## src/itra_pkg.sv

```systemverilog
// ----------------------------------------------------------------------------
// itra_pkg: shared types and constants of the radix text converter
// Holds field widths, character codes and the divider request/response types.
// ----------------------------------------------------------------------------
`default_nettype none

package itra_pkg;

	localparam int VALUE_W     = 32;
	localparam int RADIX_W     = 6;
	localparam int DIGIT_W     = 5;
	localparam int CHAR_W      = 7;
	localparam int DIV_STEPS   = 32;
	localparam int DIV_CNT_W   = 5;

	localparam logic [RADIX_W-1:0] RADIX_MIN   = 6'd2;
	localparam logic [RADIX_W-1:0] RADIX_MAX   = 6'd32;
	localparam logic [RADIX_W-1:0] RADIX_RESET = 6'd10;
	localparam logic [RADIX_W-1:0] RADIX_DEC   = 6'd10;

	localparam logic [CHAR_W-1:0]  CHAR_ZERO   = 7'd48;
	localparam logic [CHAR_W-1:0]  CHAR_ALPHA  = 7'd65;
	localparam logic [CHAR_W-1:0]  CHAR_MINUS  = 7'd45;
	localparam logic [DIGIT_W-1:0] DIGIT_TEN   = 5'd10;

	typedef struct packed {
		logic                 start;
		logic [VALUE_W-1:0]   dividend;
		logic [RADIX_W-1:0]   divisor;
	} div_req_t;

	typedef struct packed {
		logic                 done;
		logic [VALUE_W-1:0]   quotient;
		logic [DIGIT_W-1:0]   remainder;
	} div_rsp_t;

	// Map a digit value to its ASCII character: 0-9 to '0'-'9', 10-31 to 'A'-'V'.
	function automatic logic [CHAR_W-1:0] digit_char(input logic [DIGIT_W-1:0] d);
		logic [CHAR_W-1:0] c;
		if (d >= DIGIT_TEN) begin
			c = CHAR_ALPHA + {2'b00, d - DIGIT_TEN};
		end else begin
			c = CHAR_ZERO + {2'b00, d};
		end
		return c;
	endfunction

endpackage

`default_nettype wire

```

## src/itra_ram.sv

```systemverilog
// ----------------------------------------------------------------------------
// itra_ram: generic single-write, single-read RAM
// One write port and one read port; read data is registered.
// ----------------------------------------------------------------------------
`default_nettype none

module itra_ram #(
	parameter int WIDTH = 5,
	parameter int DEPTH = 32
) (
	input  wire                       clk,
	input  wire                       we,
	input  wire [$clog2(DEPTH)-1:0]   waddr,
	input  wire [WIDTH-1:0]           wdata,
	input  wire [$clog2(DEPTH)-1:0]   raddr,
	output logic [WIDTH-1:0]          rdata
);

	logic [WIDTH-1:0] mem_q [DEPTH];

	always_ff @(posedge clk) begin
		if (we) begin
			mem_q[waddr] <= wdata;
		end
		rdata <= mem_q[raddr];
	end

endmodule

`default_nettype wire

```

## src/itra_div.sv

```systemverilog
// ----------------------------------------------------------------------------
// itra_div: bit-serial restoring divider
// Divides a 32-bit magnitude by the base, one quotient bit per cycle.
// ----------------------------------------------------------------------------
`default_nettype none

module itra_div (
	input  wire                     clk,
	input  wire                     arst_n,
	input  wire itra_pkg::div_req_t req,
	output itra_pkg::div_rsp_t      rsp
);

	logic                            busy_q;
	logic                            done_q;
	logic [itra_pkg::DIV_CNT_W-1:0]  cnt_q;
	logic [itra_pkg::VALUE_W-1:0]    quo_q;
	logic [itra_pkg::DIGIT_W-1:0]    rem_q;
	logic [itra_pkg::RADIX_W-1:0]    divisor_q;

	logic [itra_pkg::DIGIT_W:0]      trial;
	logic                            fits;
	logic [itra_pkg::DIGIT_W:0]      diff;

	// Shift the next dividend bit into the partial remainder and try a subtract.
	always_comb begin
		trial = {rem_q, quo_q[itra_pkg::VALUE_W-1]};
		fits  = (trial >= divisor_q);
		diff  = trial - divisor_q;
	end

	always_ff @(posedge clk or negedge arst_n) begin
		if (!arst_n) begin
			busy_q <= 1'b0;
			done_q <= 1'b0;
			cnt_q  <= '0;
		end else begin
			done_q <= 1'b0;
			if (req.start) begin
				busy_q <= 1'b1;
				cnt_q  <= '0;
			end else if (busy_q) begin
				cnt_q <= cnt_q + 1'b1;
				if (cnt_q == itra_pkg::DIV_CNT_W'(itra_pkg::DIV_STEPS - 1)) begin
					busy_q <= 1'b0;
					done_q <= 1'b1;
				end
			end
		end
	end

	always_ff @(posedge clk) begin
		if (req.start) begin
			quo_q     <= req.dividend;
			rem_q     <= '0;
			divisor_q <= req.divisor;
		end else if (busy_q) begin
			quo_q <= {quo_q[itra_pkg::VALUE_W-2:0], fits};
			rem_q <= fits ? diff[itra_pkg::DIGIT_W-1:0] : trial[itra_pkg::DIGIT_W-1:0];
		end
	end

	assign rsp.done      = done_q;
	assign rsp.quotient  = quo_q;
	assign rsp.remainder = rem_q;

endmodule

`default_nettype wire

```

## src/integer_to_radix_ascii_core.sv

```systemverilog
// ----------------------------------------------------------------------------
// integer_to_radix_ascii_core: integer to radix text converter
// Turns one 32-bit integer into ASCII text in a base of 2 to 32, most
// significant character first, with a '-' in front of negative decimals.
// ----------------------------------------------------------------------------
//
//  channel  | handshake              | payload
//  ---------+------------------------+------------------------------
//  input    | in_valid / in_ready    | value (32, signed)
//  output   | out_valid / out_ready  | character (7), last (1)
//  config   | cfg_wr_en              | cfg_wr_data (6) = radix
//
// One number at a time. Each digit costs one bit-serial division by the base:
// a start state, 32 divider steps and a write, per digit (10 digits for a
// full decimal, 32 for a full binary value). Each digit character then goes
// through RAM read, load and hand over, and the '-' through stage and hand
// over, plus any output stall. in_ready is high only while idle. Reset sets
// radix to 10 and empties the control path; the digit RAM needs no clearing.
// ----------------------------------------------------------------------------
`default_nettype none

module integer_to_radix_ascii_core #(
	parameter int MAX_DIGITS = 32
) (
	input  wire                                 clk,
	input  wire                                 arst_n,
	input  wire                                 in_valid,
	output logic                                in_ready,
	input  wire signed [itra_pkg::VALUE_W-1:0]  value,
	output logic                                out_valid,
	input  wire                                 out_ready,
	output logic [itra_pkg::CHAR_W-1:0]         character,
	output logic                                last,
	input  wire                                 cfg_wr_en,
	input  wire  [itra_pkg::RADIX_W-1:0]        cfg_wr_data
);

	localparam int ADDR_W = $clog2(MAX_DIGITS);
	localparam int CNT_W  = $clog2(MAX_DIGITS + 1);

	localparam logic [2:0] S_IDLE  = 3'd0;
	localparam logic [2:0] S_START = 3'd1;
	localparam logic [2:0] S_WAIT  = 3'd2;
	localparam logic [2:0] S_SIGN  = 3'd3;
	localparam logic [2:0] S_RD    = 3'd4;
	localparam logic [2:0] S_LOAD  = 3'd5;
	localparam logic [2:0] S_OUT   = 3'd6;

	logic [2:0]                      state_q;
	logic [itra_pkg::RADIX_W-1:0]    radix_q;
	logic [itra_pkg::RADIX_W-1:0]    base_q;
	logic [itra_pkg::VALUE_W-1:0]    mag_q;
	logic [CNT_W-1:0]                count_q;
	logic [ADDR_W-1:0]               idx_q;
	logic                            neg_q;
	logic                            out_valid_q;
	logic [itra_pkg::CHAR_W-1:0]     char_q;
	logic                            last_q;

	logic                            in_acc;
	logic                            out_acc;
	logic                            in_neg;
	logic [itra_pkg::VALUE_W-1:0]    in_mag;
	logic                            zero_wr;
	logic [CNT_W-1:0]                count_nx;
	logic                            more;

	itra_pkg::div_req_t              div_req;
	itra_pkg::div_rsp_t              div_rsp;

	logic                            ram_we;
	logic [ADDR_W-1:0]               ram_waddr;
	logic [itra_pkg::DIGIT_W-1:0]    ram_wdata;
	logic [itra_pkg::DIGIT_W-1:0]    ram_rdata;

	assign in_ready  = (state_q == S_IDLE);
	assign in_acc    = in_valid && in_ready;
	assign out_acc   = out_valid_q && out_ready;
	assign out_valid = out_valid_q;
	assign character = char_q;
	assign last      = last_q;

	// Only decimal shows a sign; other bases read the raw 32-bit pattern.
	always_comb begin
		in_neg   = (radix_q == itra_pkg::RADIX_DEC) && value[itra_pkg::VALUE_W-1];
		in_mag   = in_neg ? (itra_pkg::VALUE_W'(0) - $unsigned(value)) : $unsigned(value);
		zero_wr  = in_acc && (in_mag == '0);
		count_nx = count_q + 1'b1;
		more     = (div_rsp.quotient != '0) && (count_nx < CNT_W'(MAX_DIGITS));
	end

	// Digits land least significant first; zero writes a single '0' digit.
	always_comb begin
		ram_we    = zero_wr || ((state_q == S_WAIT) && div_rsp.done);
		ram_waddr = zero_wr ? '0 : count_q[ADDR_W-1:0];
		ram_wdata = zero_wr ? '0 : div_rsp.remainder;
	end

	always_comb begin
		div_req.start    = (state_q == S_START);
		div_req.dividend = mag_q;
		div_req.divisor  = base_q;
	end

	itra_div u_div (
		.clk    (clk),
		.arst_n (arst_n),
		.req    (div_req),
		.rsp    (div_rsp)
	);

	itra_ram #(
		.WIDTH (itra_pkg::DIGIT_W),
		.DEPTH (MAX_DIGITS)
	) u_digits (
		.clk   (clk),
		.we    (ram_we),
		.waddr (ram_waddr),
		.wdata (ram_wdata),
		.raddr (idx_q),
		.rdata (ram_rdata)
	);

	// Radix register: drop writes outside two to thirty-two.
	always_ff @(posedge clk or negedge arst_n) begin
		if (!arst_n) begin
			radix_q <= itra_pkg::RADIX_RESET;
		end else if (cfg_wr_en &&
				(cfg_wr_data inside {[itra_pkg::RADIX_MIN:itra_pkg::RADIX_MAX]})) begin
			radix_q <= cfg_wr_data;
		end
	end

	always_ff @(posedge clk or negedge arst_n) begin
		if (!arst_n) begin
			state_q     <= S_IDLE;
			mag_q       <= '0;
			count_q     <= '0;
			idx_q       <= '0;
			neg_q       <= 1'b0;
			base_q      <= itra_pkg::RADIX_RESET;
			out_valid_q <= 1'b0;
		end else begin
			case (state_q)
				S_IDLE: begin
					if (in_acc) begin
						neg_q   <= in_neg;
						mag_q   <= in_mag;
						base_q  <= radix_q;
						if (in_mag == '0) begin
							// Zero: one '0' digit, straight to output.
							count_q <= CNT_W'(1);
							idx_q   <= '0;
							state_q <= S_RD;
						end else begin
							count_q <= '0;
							state_q <= S_START;
						end
					end
				end
				S_START: begin
					state_q <= S_WAIT;
				end
				S_WAIT: begin
					if (div_rsp.done) begin
						mag_q   <= div_rsp.quotient;
						count_q <= count_nx;
						if (more) begin
							state_q <= S_START;
						end else begin
							// Start emission at the digit just written.
							idx_q   <= count_q[ADDR_W-1:0];
							state_q <= neg_q ? S_SIGN : S_RD;
						end
					end
				end
				S_SIGN: begin
					out_valid_q <= 1'b1;
					state_q     <= S_OUT;
				end
				S_RD: begin
					state_q <= S_LOAD;
				end
				S_LOAD: begin
					out_valid_q <= 1'b1;
					state_q     <= S_OUT;
				end
				S_OUT: begin
					if (out_acc) begin
						out_valid_q <= 1'b0;
						if (last_q) begin
							state_q <= S_IDLE;
						end else if (neg_q) begin
							// Sign went out; digits follow at the same index.
							neg_q   <= 1'b0;
							state_q <= S_RD;
						end else begin
							idx_q   <= idx_q - 1'b1;
							state_q <= S_RD;
						end
					end
				end
				default: begin
					state_q <= S_IDLE;
				end
			endcase
		end
	end

	// Output payload: load only when a character is staged, hold while stalled.
	always_ff @(posedge clk) begin
		if (state_q == S_SIGN) begin
			char_q <= itra_pkg::CHAR_MINUS;
			last_q <= 1'b0;
		end else if (state_q == S_LOAD) begin
			char_q <= itra_pkg::digit_char(ram_rdata);
			last_q <= (idx_q == '0);
		end
	end

endmodule

`default_nettype wire

```

## config.mk

```make
export PLATFORM = sky130hd
export DESIGN_NAME = integer_to_radix_ascii_core
export DESIGN_NICKNAME = d
export VERILOG_FILES = /design/src/itra_pkg.sv /design/src/itra_ram.sv /design/src/itra_div.sv /design/src/integer_to_radix_ascii_core.sv
export SDC_FILE = /design/constraint.sdc
export NUM_CORES = 1
export LEC_CHECK = 0
export BUFFER_PORTS_ARGS = -buffer_cell sky130_fd_sc_hd__buf_2
export CAP_MARGIN = 10
export CORE_AREA = 2 2 212 214
export CTS_CLUSTER_DIAMETER = 100
export CTS_CLUSTER_SIZE = 14
export DETAILED_ROUTE_END_ITERATION = 8
export DIE_AREA = 0 0 214 216
export GPL_TIMING_DRIVEN = 1
export PLACE_DENSITY_LB_ADDON = 0.12
export SKIP_LAST_GASP = 1
export SLEW_MARGIN = 10
export SYNTH_ARGS = -nofsm -noshare
export SYNTH_HDL_FRONTEND = slang
export SYNTH_HIERARCHICAL = 1
export SYNTH_SLANG_ARGS = --single-unit
```

## constraint.sdc

```tcl
create_clock -name clk -period 4.8 [get_ports clk]
set_input_delay 0.72 -clock clk [delete_from_list [all_inputs] [get_ports clk]]
set_output_delay 0.72 -clock clk [all_outputs]
set_load 0.02 [all_outputs]
```

---- Word-level counts from Yosys, hierarchy flattened ----
Memories as Yosys holds them, arrays and structs flattened. A register that Yosys moved wholly into a read port is not among the register bits.
Cells that the tools add are included.
word-level totals
  register bits after elaboration ......... 118
  memory bits (writable) .................. 160
  bits of input ports ..................... 43
  word-level logic and storage cells ...... 116
  memories kept ........................... 1
memories
  name            depth  width  read ports  clocked after Yosys merged registers in  wr ports  line            source
  u_digits.mem_q  32     5      1           1                                        1         itra_ram.sv:19  logic [WIDTH-1:0] mem_q [DEPTH];
cells by class
  $add $sub $neg .......................... 8
  order comparisons ....................... 5
  eq/ne operators ......................... 15
  mux-type cells .......................... 46
  reduce and logical (&&, ||, !) cells .... 25
operator list
  operator                 number
  $mux W32                 5
  $pmux W32 S2             1
  $mux W5                  12
  $logic_not A32 Y1        1
  $reduce_bool A32 Y1      1
  $sub A1 B32 Y32 const A  1
  $mux W3                  7
  $pmux W3 S6              1
  $pmux W5 S3              1
  $mux W1                  13
  $mux W6                  2
  $pmux W6 S2              1
  $eq A3 B3 Y1 const B     3
  $logic_and A1 B1 Y1      8
  $ne A2 B2 Y1 const B     4
  $reduce_and A8 Y1        1
  $reduce_bool A2 Y1       4
  $add A6 B5 Y7 const A    1
  $add A7 B5 Y7 const A    1
  $mux W7                  1
  $add A6 B1 Y6 const B    1
  $eq A3 B2 Y1 const B     2
  $eq A6 B4 Y1 const B     1
  $ge A6 B2 Y1 const B     1
  20 further kinds         25

---- Logic depth before layout (Yosys ltp) ----
Gate-level depths: netlist of the first run.
  word-level depth ........................ 8
  gate-level depth with buffers ........... 14
  mapped depth without buffers ............ 13

---- Hierarchy ----
Netlist of the first run, hierarchy kept.
by module, submodules not included
  module                       times used  cells each  area each (um2)  sequential area each (um2)
  itra_ram                     1           277         6344.8           4904.7
  integer_to_radix_ascii_core  1           556         4710.8           1666.6
  itra_div                     1           166         2403.6           1416.4

---- Worst setup path before layout of the first run ----
No wires, ideal clock.
  path kind ............................... input to register
  start ................................... input value[0] (netlist bit)
  end ..................................... memory u_digits.mem_q[12][0], enable pin
  library setup time ...................... 339 ps
  arrival time ............................ 4437 ps
  required time ........................... 4461 ps
  slack ................................... 23 ps
  stages on the path ...................... 14
  buffers on the path ..................... 2
  cells stage by stage .................... inv_1 > ha_1 > nor3b_2 > nand4_1 > or4_1 > a211oi_2 > o22ai_1 > or4_4 > nor3_4 > buf_6 > nand2b_1 > or3b_2 > clkbuf_1 > nor2_1
on the way
  cells in the longest elaborated chain, start to end .. 7
  elaborated cells between the ends (all ways) .. 8
  those cells by class .................... add/sub: 1; mux: 4; reduce/logical: 3
ends and longest elaborated chain
  element                            line                               source
  start: declaration                 integer_to_radix_ascii_core.sv:29  input wire signed [itra_pkg::VALUE_W-1:0] value,
  $sub A1 B32 Y32                    integer_to_radix_ascii_core.sv:86  in_mag = in_neg ? (itra_pkg::VALUE_W'(0) - $unsigned(value)) : $unsigned(value);
  $mux W32 (*)                       integer_to_radix_ascii_core.sv:86
  $logic_not A32 Y1 (*)              integer_to_radix_ascii_core.sv:87  zero_wr = in_acc && (in_mag == '0);
  $logic_and A1 B1 Y1 (*)            integer_to_radix_ascii_core.sv:87
  $logic_or A1 B1 Y1 (*)             integer_to_radix_ascii_core.sv:94  ram_we = zero_wr || ((state_q == S_WAIT) && div_rsp.done);
  net ram_we                         integer_to_radix_ascii_core.sv:71  logic ram_we;
  $mux W1 (*)                        itra_ram.sv:22                     if (we) begin
  $mux W1 (implied by the code) (*)  itra_ram.sv:23                     mem_q[waddr] <= wdata;
  end: declaration                   itra_ram.sv:19
The timed path passes the listed nets; every way through them passes the cells marked *.

---- Worst setup path in the final report of the first run ----
  start ................................... register radix_q[3] (netlist bit)
  end ..................................... memory u_digits.mem_q[4][0], enable pin
on the way
  cells in the longest elaborated chain, start to end .. 8
  elaborated cells between the ends (all ways) .. 9
  those cells by class .................... eq/ne: 1; mux: 4; reduce/logical: 4
ends and longest elaborated chain
  element                        line                                source
  start: declaration             integer_to_radix_ascii_core.sv:50   logic [itra_pkg::RADIX_W-1:0] radix_q;
  start signal: assignment       integer_to_radix_ascii_core.sv:127  radix_q <= itra_pkg::RADIX_RESET;
  start signal: assignment       integer_to_radix_ascii_core.sv:130  radix_q <= cfg_wr_data;
  $eq A6 B4 Y1                   integer_to_radix_ascii_core.sv:85   in_neg = (radix_q == itra_pkg::RADIX_DEC) && value[itra_pkg::VALUE_W-1];
  $logic_and A1 B1 Y1            integer_to_radix_ascii_core.sv:85
  $mux W32                       integer_to_radix_ascii_core.sv:86
  $logic_not A32 Y1              integer_to_radix_ascii_core.sv:87
  $logic_and A1 B1 Y1            integer_to_radix_ascii_core.sv:87
  $logic_or A1 B1 Y1             integer_to_radix_ascii_core.sv:94
  net ram_we                     integer_to_radix_ascii_core.sv:71
  $mux W1                        itra_ram.sv:22
  $mux W1 (implied by the code)  itra_ram.sv:23
The timed path passes the listed nets, and every way through them passes these cells.

==> results of run 1 <==
==> kinds of logic (layout without fill, tap and decap cells) <==
| group | after synthesis | after routing | synth area share (%) |
|---|---|---|---|
| simple gates | 292 | 292 | 11.6 |
| flops | 283 | 283 | 59.3 |
| compound gates | 176 | 176 | 8.91 |
| mux | 101 | 101 | 12.6 |
| buf+inv | 84 | 213 | 2.93 |
| xor+xnor | 46 | 46 | 2.99 |
| fa+ha+maj | 17 | 17 | 1.64 |
==> layer usage <==
layer / vias to the layer above / track usage (%)
met1: 4365 / 21.0
met3: 42 / 1.82
met2: 161 / 24.5
li1: 4078 / -
met4: 0 / 3.57
met5: - / 0
==> registers in the layout, summed over array words and instances (netlist names), 6 cells and up <==
| name | cells |
|---|---|
| character | 7 |
| radix_q | 6 |
| u_digits/mem_q | 160 |
| u_div/quo_q | 32 |
| count_q | 6 |
| u_div/divisor_q | 6 |
| base_q | 6 |
| mag_q | 32 |
==> cells in the mapped netlist (24+ instances only) <==
library cell	n
edfxtp_1	198
nor2_1	77
nand2_1	67
dfrtp_1	63
o21ai_0	54
mux4_2	50
clkbuf_1	37
a22oi_1	31
mux2_1	31
a21oi_1	26
inv_1	26
xnor2_1	24
==> critical path, delay by kind of cell (launching register included) <==
| family | cells | cell delay (ns) |
|---|---|---|
| AO/OA/AOI/OAI | 1 | 0.12 |
| buffers and inverters | 2 | 0.43 |
| flip-flops | 1 | 0.54 |
| AND/OR/NAND/NOR | 9 | 3.00 |
==> metrics by stage <==
stage / cells / power (mW) / setup TNS [ns] / utilization, % / cell area (um2)
floorplan: 999 / 5.73 / 0 / - / 13500
global placement: 1676 / 6.66 / 0 / 33.9 / 14900
detailed placement: 1676 / 6.68 / -0.772 / 33.9 / 14900
CTS: 1720 / 8.55 / 0 / 35.5 / 15600
global route: 1720 / 8.94 / 0 / 35.5 / 15600
finish: 1720 / 8.40 / 0 / 35.5 / 15600
==> power by group through the flow <==
stage	Sequential (mW)	Clock (mW)	Combinational [mW]
2_1_floorplan	3.67	0	2.06
4_1_cts	3.89	1.91	2.75
3_5_place_dp	3.94	0	2.74
3_3_place_gp	3.94	0	2.72
6_report	3.88	1.84	2.68
5_1_grt	3.97	1.98	2.99
==> cell type report <==
type	count	area share [%]
well taps	592	4.76
clock buffers	42	4.29
multi-input cells	632	32.8
clock inverters	2	0.177
flip-flops and latches	283	51.3
inverters	28	0.675
repair buffers	141	5.98
==> final timing paths <==
kind                                         to
setup / recovery           u_digits/mem_q[4][0]
hold / removal                        out_valid
setup reg to reg           u_digits/mem_q[4][0]
hold reg to reg              u_div/divisor_q[5]
max in group asynchronous              idx_q[2]
min in group clk                     radix_q[0]
==> metrics.cfg, run 1 <==
[timing]
drv_slew=0
setup_slack_ns=0.440
finalSetupViolCount=0
hold_slack_ns=0.290
finalCriticalPeriod_ns=4.36
grt_setup_unrepaired=no
relSlewSlack_pct=31.8
fin_skew_ns=0.0283
finalHoldViolations=0
clock.fmax_ghz=0.229
tightest_slew_ns=1.02
fin_crit_sh_pct=90.8

[worst_setup_path]
path_common_cell=buf_4
endpoint_kind=flop
rr_startpoint=radix_q[3]
path_cells=and4bb_2 > and2_1 > buf_4 > a31oi_1 > nor4_1 > nand3_1 > or4_4 > nor3_4 > nand2b_1 > or3b_2 > nor2_1 > buf_4
critPathKind=flop to flop
cpPeakStageDelay_ns=0.62
critPathLaunchType=flop
cp.required_ns=5.07
r2r_slack_ns=0.44
crit_fanout=18
arrival_ns=4.63
critical_path.startpoint=radix_q[3]
reg2reg_depth=12
cpMaxStageDelayCell=or3b_2

[cts]
cts_buffer_depth=3
holdBufCountCts=0
cts_resized=0
cts_buffers=24
clockRootBuffer=clkbuf_16
cts_tree=built
cts_setup_buffers=0
cts_max_level=1
path_clk_slew_ns=0.07
clkSinkCount=283
clk_latency_ns=0.55

[final_layout]
final_nets=1170
drive_gt1_share_pct=24.1
synthToLayoutAreaGrowth_pct=15.6
seq_area_mm2=0.00799
nFillCells=4328
multiInputGateArea_mm2=0.00510
num_antenna_cells=0
final_common_cell=edfxtp_1
mostFrequentLayoutCells=198 x edfxtp_1, 90 x buf_4, 76 x nor2_1, 67 x nand2_1, 61 x dfrtp_1

[routing]
drtIter0Drc=569
top_layer=met4
wl_per_cell_um=20.1
drt.antenna.violating_nets=0
vias_per_cell=5.03
drt-met1-wl_um=16300
drcViolationCount=0
routed_wl_um=34500
dr_wl_met2_um=16400
vias=8646
met3_length_um=1100
drtPass1Iterations=5

[floorplan]
rows=77
die_x_um=214
ioPinCount=53
coreArea_mm2=0.0438
start_util_pct=30.7
die-area_mm2=0.0462
die_h_um=216

[power]
p_leak_nw=5.65
p_clk_share_pct=21.9
p_int_mw=5.52
p_per_area_mw_per_mm2=540
p_comb_share_pct=31.9
p_sw_mw=2.88
p_seq_share_pct=46.2
swShare_pct=34.3
ir_worst_vdd_mv=0.232

[yosys]
yosysWarnings=6
synth_area_leader_cell=edfxtp_1
syn_nets=1059
ys_async_sr_fraction_pct=23.7
synth_cells=999
synth_top_area_share_pct=44.2
ys.flop_type=edfxtp_1
synthTopCellsByArea=edfxtp_1 44%, dfrtp_1 12%, mux4_2 8.4%, dfxtp_1 2.7%, mux2_1 2.6%
synth_cell_types=78
syn-cell-area_mm2=0.0135
synth_seq_cells=283
yosysSeqAreaShare_pct=59.3
synth_edf_count=198
synth.avg_cell_area_um2=13.5

[placed_design]
numPortBuffers=52
gp_congestion=0.846
dp_hpwl_um=23200
post-place-ws_ns=-0.0263

[outcome]
status=complete, no violations

[worst_hold_path]
hp-class=input pin to asynchronous set/reset pin

[global_routing]
grt_pass1_wl_um=54000
antenna_found_initial=0
grt_pass1_vias=8745
grt_overflow_total=0
gr-usage-all-layers_pct=14.9
grt_max_degree=68

[flow_run]
drv_cap=0

Power figures use the tool's default switching activity.
==> run 2: changes to the inputs <==
--- a/config.mk
+++ b/config.mk
@@ -7,11 +7,11 @@
 export LEC_CHECK = 0
 export BUFFER_PORTS_ARGS = -buffer_cell sky130_fd_sc_hd__buf_2
 export CAP_MARGIN = 10
-export CORE_AREA = 2 2 212 214
+export CORE_AREA = 2 2 151 153
 export CTS_CLUSTER_DIAMETER = 100
 export CTS_CLUSTER_SIZE = 14
 export DETAILED_ROUTE_END_ITERATION = 8
-export DIE_AREA = 0 0 214 216
+export DIE_AREA = 0 0 153 155
 export GPL_TIMING_DRIVEN = 1
 export PLACE_DENSITY_LB_ADDON = 0.12
 export SKIP_LAST_GASP = 1
==> metrics.cfg, run 2 (synthesis results as in run 1) <==
[cts]
cts_buffer_depth=3
clkSinkCount=283
cts_buffers=24
cts_resized=0
clockRootBuffer=clkbuf_16
cts_tree=built
cts_setup_buffers=0
holdBufCountCts=0
cts_max_level=1
clk_latency_ns=0.53
path_clk_slew_ns=0.07

[floorplan]
coreArea_mm2=0.0222
start_util_pct=60.6
die_h_um=155
ioPinCount=53
die_x_um=153
rows=55
die-area_mm2=0.0237

[power]
ir_worst_vdd_mv=0.335
p_leak_nw=5.54
swShare_pct=33.3
p_comb_share_pct=31.1
p_int_mw=5.53
p_sw_mw=2.76
p_clk_share_pct=21.9
p_seq_share_pct=47.0
p_per_area_mw_per_mm2=552
fin_total_pwr_mw=8.29

[worst_setup_path]
path_buf_inv=1
critPathKind=input pin to flop
rr_startpoint=radix_q[5]
path_cells=buf_2 > or4_4 > or3_4 > or4_1 > a211oi_2 > o22ai_1 > or4_4 > nor3_4 > nor2b_1 > or3b_2 > nor2_1
critPathLaunchType=input pin
cp.required_ns=4.97
cpPeakStageDelay_ns=0.58
critical_path.startpoint=value[18]
crit_family=simple AND/OR/NAND/NOR gates
path_common_cell=or4_4
arrival_ns=4.46
cpMaxStageDelayCell=or4_4
endpoint_kind=flop
crit_fanout=7

[routing]
wl_per_cell_um=21.3
drtPass1Iterations=5
routed_wl_um=29500
vias=8695
drt.antenna.violating_nets=0
drtIter0Drc=831
drcViolationCount=0
vias_per_cell=6.26

[timing]
tightest_slew_ns=1.07
relSlewSlack_pct=28.5
clock.fmax_ghz=0.233
fin_skew_ns=0.0274
grt_setup_unrepaired=no
finalSetupViolCount=0
drv_slew=0
finalHoldViolations=0
fin_crit_sh_pct=89.3
finalCriticalPeriod_ns=4.29

[final_layout]
stdcell_area_mm2=0.0150
synthToLayoutAreaGrowth_pct=11.6
seq_area_mm2=0.00799
final_common_cell=edfxtp_1
mostFrequentLayoutCells=198 x edfxtp_1, 76 x nor2_1, 67 x nand2_1, 65 x buf_4, 61 x dfrtp_1
largest_reg_flops=160
num_antenna_cells=0
drive_gt1_share_pct=22.6
largest_registers=u_digits/mem_q x160, mag_q x32, u_div/quo_q x32
multiInputGateArea_mm2=0.00510
postLayoutCoreUtil_pct=67.6
nFillCells=1599
instances_no_fill=1389
final_nets=1147
top_register=u_digits/mem_q

[global_routing]
gr-usage-all-layers_pct=25.0
grt_pass1_wl_um=46900
antenna_found_initial=0
grt_max_degree=53
grt_pass1_vias=8445
grt_overflow_total=0

[placed_design]
placed_area_mm2=0.0143
gp_congestion=0.922
numPortBuffers=52
dp_hpwl_um=20100
post-place-cells=1346

[worst_hold_path]
hp-class=input pin to asynchronous set/reset pin

[flow_run]
drv_cap=0

[outcome]
status=complete, no violations

## run 2: cell types whose count changed in the layout (fill, tap and decap cells not counted), sizes merged
cell / previous run / this run
inv: 27 / 26
buf: 141 / 118
## run 2: worst reg2reg max path: cells and delay by family (launching register included)
kind / cells / cell delay (ns)
AND/OR/NAND/NOR: 9 / 3.15
buffers and inverters: 1 / 0.20
flip-flops: 1 / 0.45
AO/OA/AOI/OAI: 1 / 0.12
## run 2: cell type report
cell class / count / share of cell area, %
flip-flops and latches: 283 / 53.2
repair buffers: 118 / 5.11
inverters: 28 / 0.700
clock inverters: 1 / 0.108
clock buffers: 42 / 4.59
multi-input cells: 632 / 33.9
well taps: 285 / 2.37
## run 2: worst paths after layout
kind | to | slack (ns) | cells past startpoint
max reg2reg | u_digits/mem_q[18][1] | 0.53 | 11
min reg2reg | u_div/divisor_q[0] | 0.45 | 0
max | u_digits/mem_q[18][1] | 0.51 | 11
min | u_div/cnt_q[0] | 0.34 | 1
min in group clk | radix_q[0] | 0.44 | 2
max in group asynchronous | mag_q[10] | 3.47 | 2
## run 2: power groups by stage
| stage | clock, mW | combinational [mW] | sequential [mW] |
|---|---|---|---|
| 6_report | 1.82 | 2.58 | 3.89 |
| 5_1_grt | 1.93 | 2.84 | 3.97 |
| 4_1_cts | 1.85 | 2.59 | 3.90 |
| 3_5_place_dp | 0 | 2.57 | 3.94 |
| 3_3_place_gp | 0 | 2.51 | 3.92 |
| 2_1_floorplan | 0 | 2.06 | 3.67 |
## run 2: per-stage QoR
stage                     setup WS [ns]  setup TNS, ns  hold WS (ns)
final                             0.514              0         0.344
after floorplan                  0.0231              0         0.424
after global placement           0.0803              0         0.431
after CTS                         0.481              0         0.353
after detailed placement        -0.0192        -0.0955         0.442
after global routing              0.196              0         0.420
## run 2: per-layer routing
| metal | part of all wire, % | GRT usage (%) | up-vias |
|---|---|---|---|
| met5 | 0 | 0 | - |
| met4 | 1.6 | 5.25 | 0 |
| met3 | 6.0 | 3.31 | 39 |
| met2 | 47 | 39.0 | 273 |
| met1 | 46 | 38.5 | 4366 |
| li1 | - | - | 4017 |
==> run 3: changes to the inputs <==
--- a/config.mk
+++ b/config.mk
@@ -13,7 +13,7 @@
 export DETAILED_ROUTE_END_ITERATION = 8
 export DIE_AREA = 0 0 153 155
 export GPL_TIMING_DRIVEN = 1
-export PLACE_DENSITY_LB_ADDON = 0.12
+export PLACE_DENSITY = 0.79
 export SKIP_LAST_GASP = 1
 export SLEW_MARGIN = 10
 export SYNTH_ARGS = -nofsm -noshare
==> metrics.cfg, run 3 (synthesis results as in run 1) <==
[global_routing]
grt_pass1_vias=8824
antenna_found_initial=0
grt_max_degree=49
grt_overflow_total=0
grt_pass1_wl_um=48300
gr-usage-all-layers_pct=25.8

[worst_setup_path]
cp.required_ns=5.02
rr_startpoint=radix_q[5]
cpPeakStageDelay_ns=0.63
path_cells=nor3b_1 > and2_1 > buf_4 > nand2_1 > o32ai_1 > nand4_1 > or4_1 > nor3_4 > buf_12 > nand2b_1 > or3b_2 > nor2_1 > buf_4
path_common_cell=buf_4
cp.depth=13
path_buf_inv=3
critPathLaunchType=flop
r2r_slack_ns=0.56
endpoint_kind=flop
crit_family=simple AND/OR/NAND/NOR gates
arrival_ns=4.46
cpMaxStageDelayCell=or4_1
crit_fanout=11
reg2reg_depth=13
worst_r2r_endpoint=u_digits/mem_q[20][4]
critPathKind=flop to flop

[power]
p_clk_share_pct=21.6
ir_worst_vdd_mv=0.284
p_sw_mw=2.78
swShare_pct=33.4
p_int_mw=5.54
p_comb_share_pct=31.1
p_leak_nw=5.60
p_seq_share_pct=47.2
p_per_area_mw_per_mm2=550

[final_layout]
mostFrequentLayoutCells=198 x edfxtp_1, 76 x nor2_1, 75 x buf_4, 67 x nand2_1, 61 x dfrtp_1
num_antenna_cells=0
largest_reg_flops=160
synthToLayoutAreaGrowth_pct=12.4
final_nets=1158
top_register=u_digits/mem_q
drive_gt1_share_pct=23.3
postLayoutCoreUtil_pct=68.0
instances_no_fill=1401
largest_registers=u_digits/mem_q x160, mag_q x32, u_div/quo_q x32
final_common_cell=edfxtp_1

[cts]
cts_tree=built
clkSinkCount=283
cts_resized=0
cts_max_level=1
cts_setup_buffers=0
path_clk_slew_ns=0.07
clk_latency_ns=0.51
cts_buffers=24
cts_buffer_depth=3
clockRootBuffer=clkbuf_16
holdBufCountCts=0

[floorplan]
coreArea_mm2=0.0222
ioPinCount=53
die_h_um=155
start_util_pct=60.6
rows=55
die-area_mm2=0.0237
die_x_um=153

[placed_design]
dp_hpwl_um=20800
numPortBuffers=52
post-place-cells=1357
gp_congestion=0.889

[timing]
fin_skew_ns=0.0131
tightest_slew_ns=1.08
fin_crit_sh_pct=88.3
relSlewSlack_pct=28.0
finalCriticalPeriod_ns=4.24
grt_setup_unrepaired=no
finalSetupViolCount=0
fin_tns_setup_ns=0
clock.fmax_ghz=0.236
drv_slew=0
finalHoldViolations=0

[routing]
vias=8996
vias_per_cell=6.42
drt.antenna.violating_nets=0
routed_wl_um=30500
drtPass1Iterations=7
wl_per_cell_um=21.7
drtIter0Drc=949
drcViolationCount=0

[outcome]
status=complete, no violations

[flow_run]
drv_cap=0

[worst_hold_path]
hp-class=input pin to asynchronous set/reset pin

-- run 3: how the worst max path moves through the flow --
stage                           from                    end  slack (ns)
after global routing        value[2]   u_digits/mem_q[1][3]        0.29
after detailed placement    value[2]  u_digits/mem_q[24][4]        0.05
final                     radix_q[5]  u_digits/mem_q[20][4]        0.56
after global placement     value[20]   u_digits/mem_q[1][3]        0.08
after CTS                   value[2]   u_digits/mem_q[4][0]        0.57
after floorplan             value[0]  u_digits/mem_q[12][0]        0.02
-- run 3: metal layers --
layer  track usage (%)  vias up  part of all wire (%)
met3              3.87       56                   8.1
met4              7.10        0                   2.3
met1              36.7     4473                    41
met2              42.4      432                    49
li1                  -     4035                     -
met5                 0        -                     0
-- run 3: area by class of cell --
type / count / area [um2]
Sequential cell: 283 / 7990
Fill cell: 1527 / 7110
Timing Repair Buffer: 129 / 863
Clock inverter: 1 / 16.3
Inverter: 28 / 105
Tap cell: 285 / 357
Multi-Input combinational cell: 632 / 5100
Clock buffer: 43 / 693
-- run 3: through the flow --
| step | instance area, um2 | total power [mW] | hold slack (ns) | setup WS, ns |
|---|---|---|---|---|
| 2_1_floorplan | 13500 | 5.73 | 0.424 | 0.0231 |
| 3_3_place_gp | 14400 | 6.42 | 0.431 | 0.0799 |
| 3_5_place_dp | 14400 | 6.54 | 0.434 | 0.0504 |
| 4_1_cts | 15100 | 8.35 | 0.212 | 0.567 |
| 5_1_grt | 15100 | 8.75 | 0.239 | 0.294 |
| 6_report | 15100 | 8.32 | 0.190 | 0.561 |
-- run 3: power by group through the flow --
stage                     clock network, mW  logic (mW)  registers, mW
after global routing                   1.91        2.82           4.02
after CTS                              1.83        2.59           3.93
after global placement                    0        2.47           3.95
final                                  1.80        2.59           3.93
after floorplan                           0        2.06           3.67
after detailed placement                  0        2.57           3.97
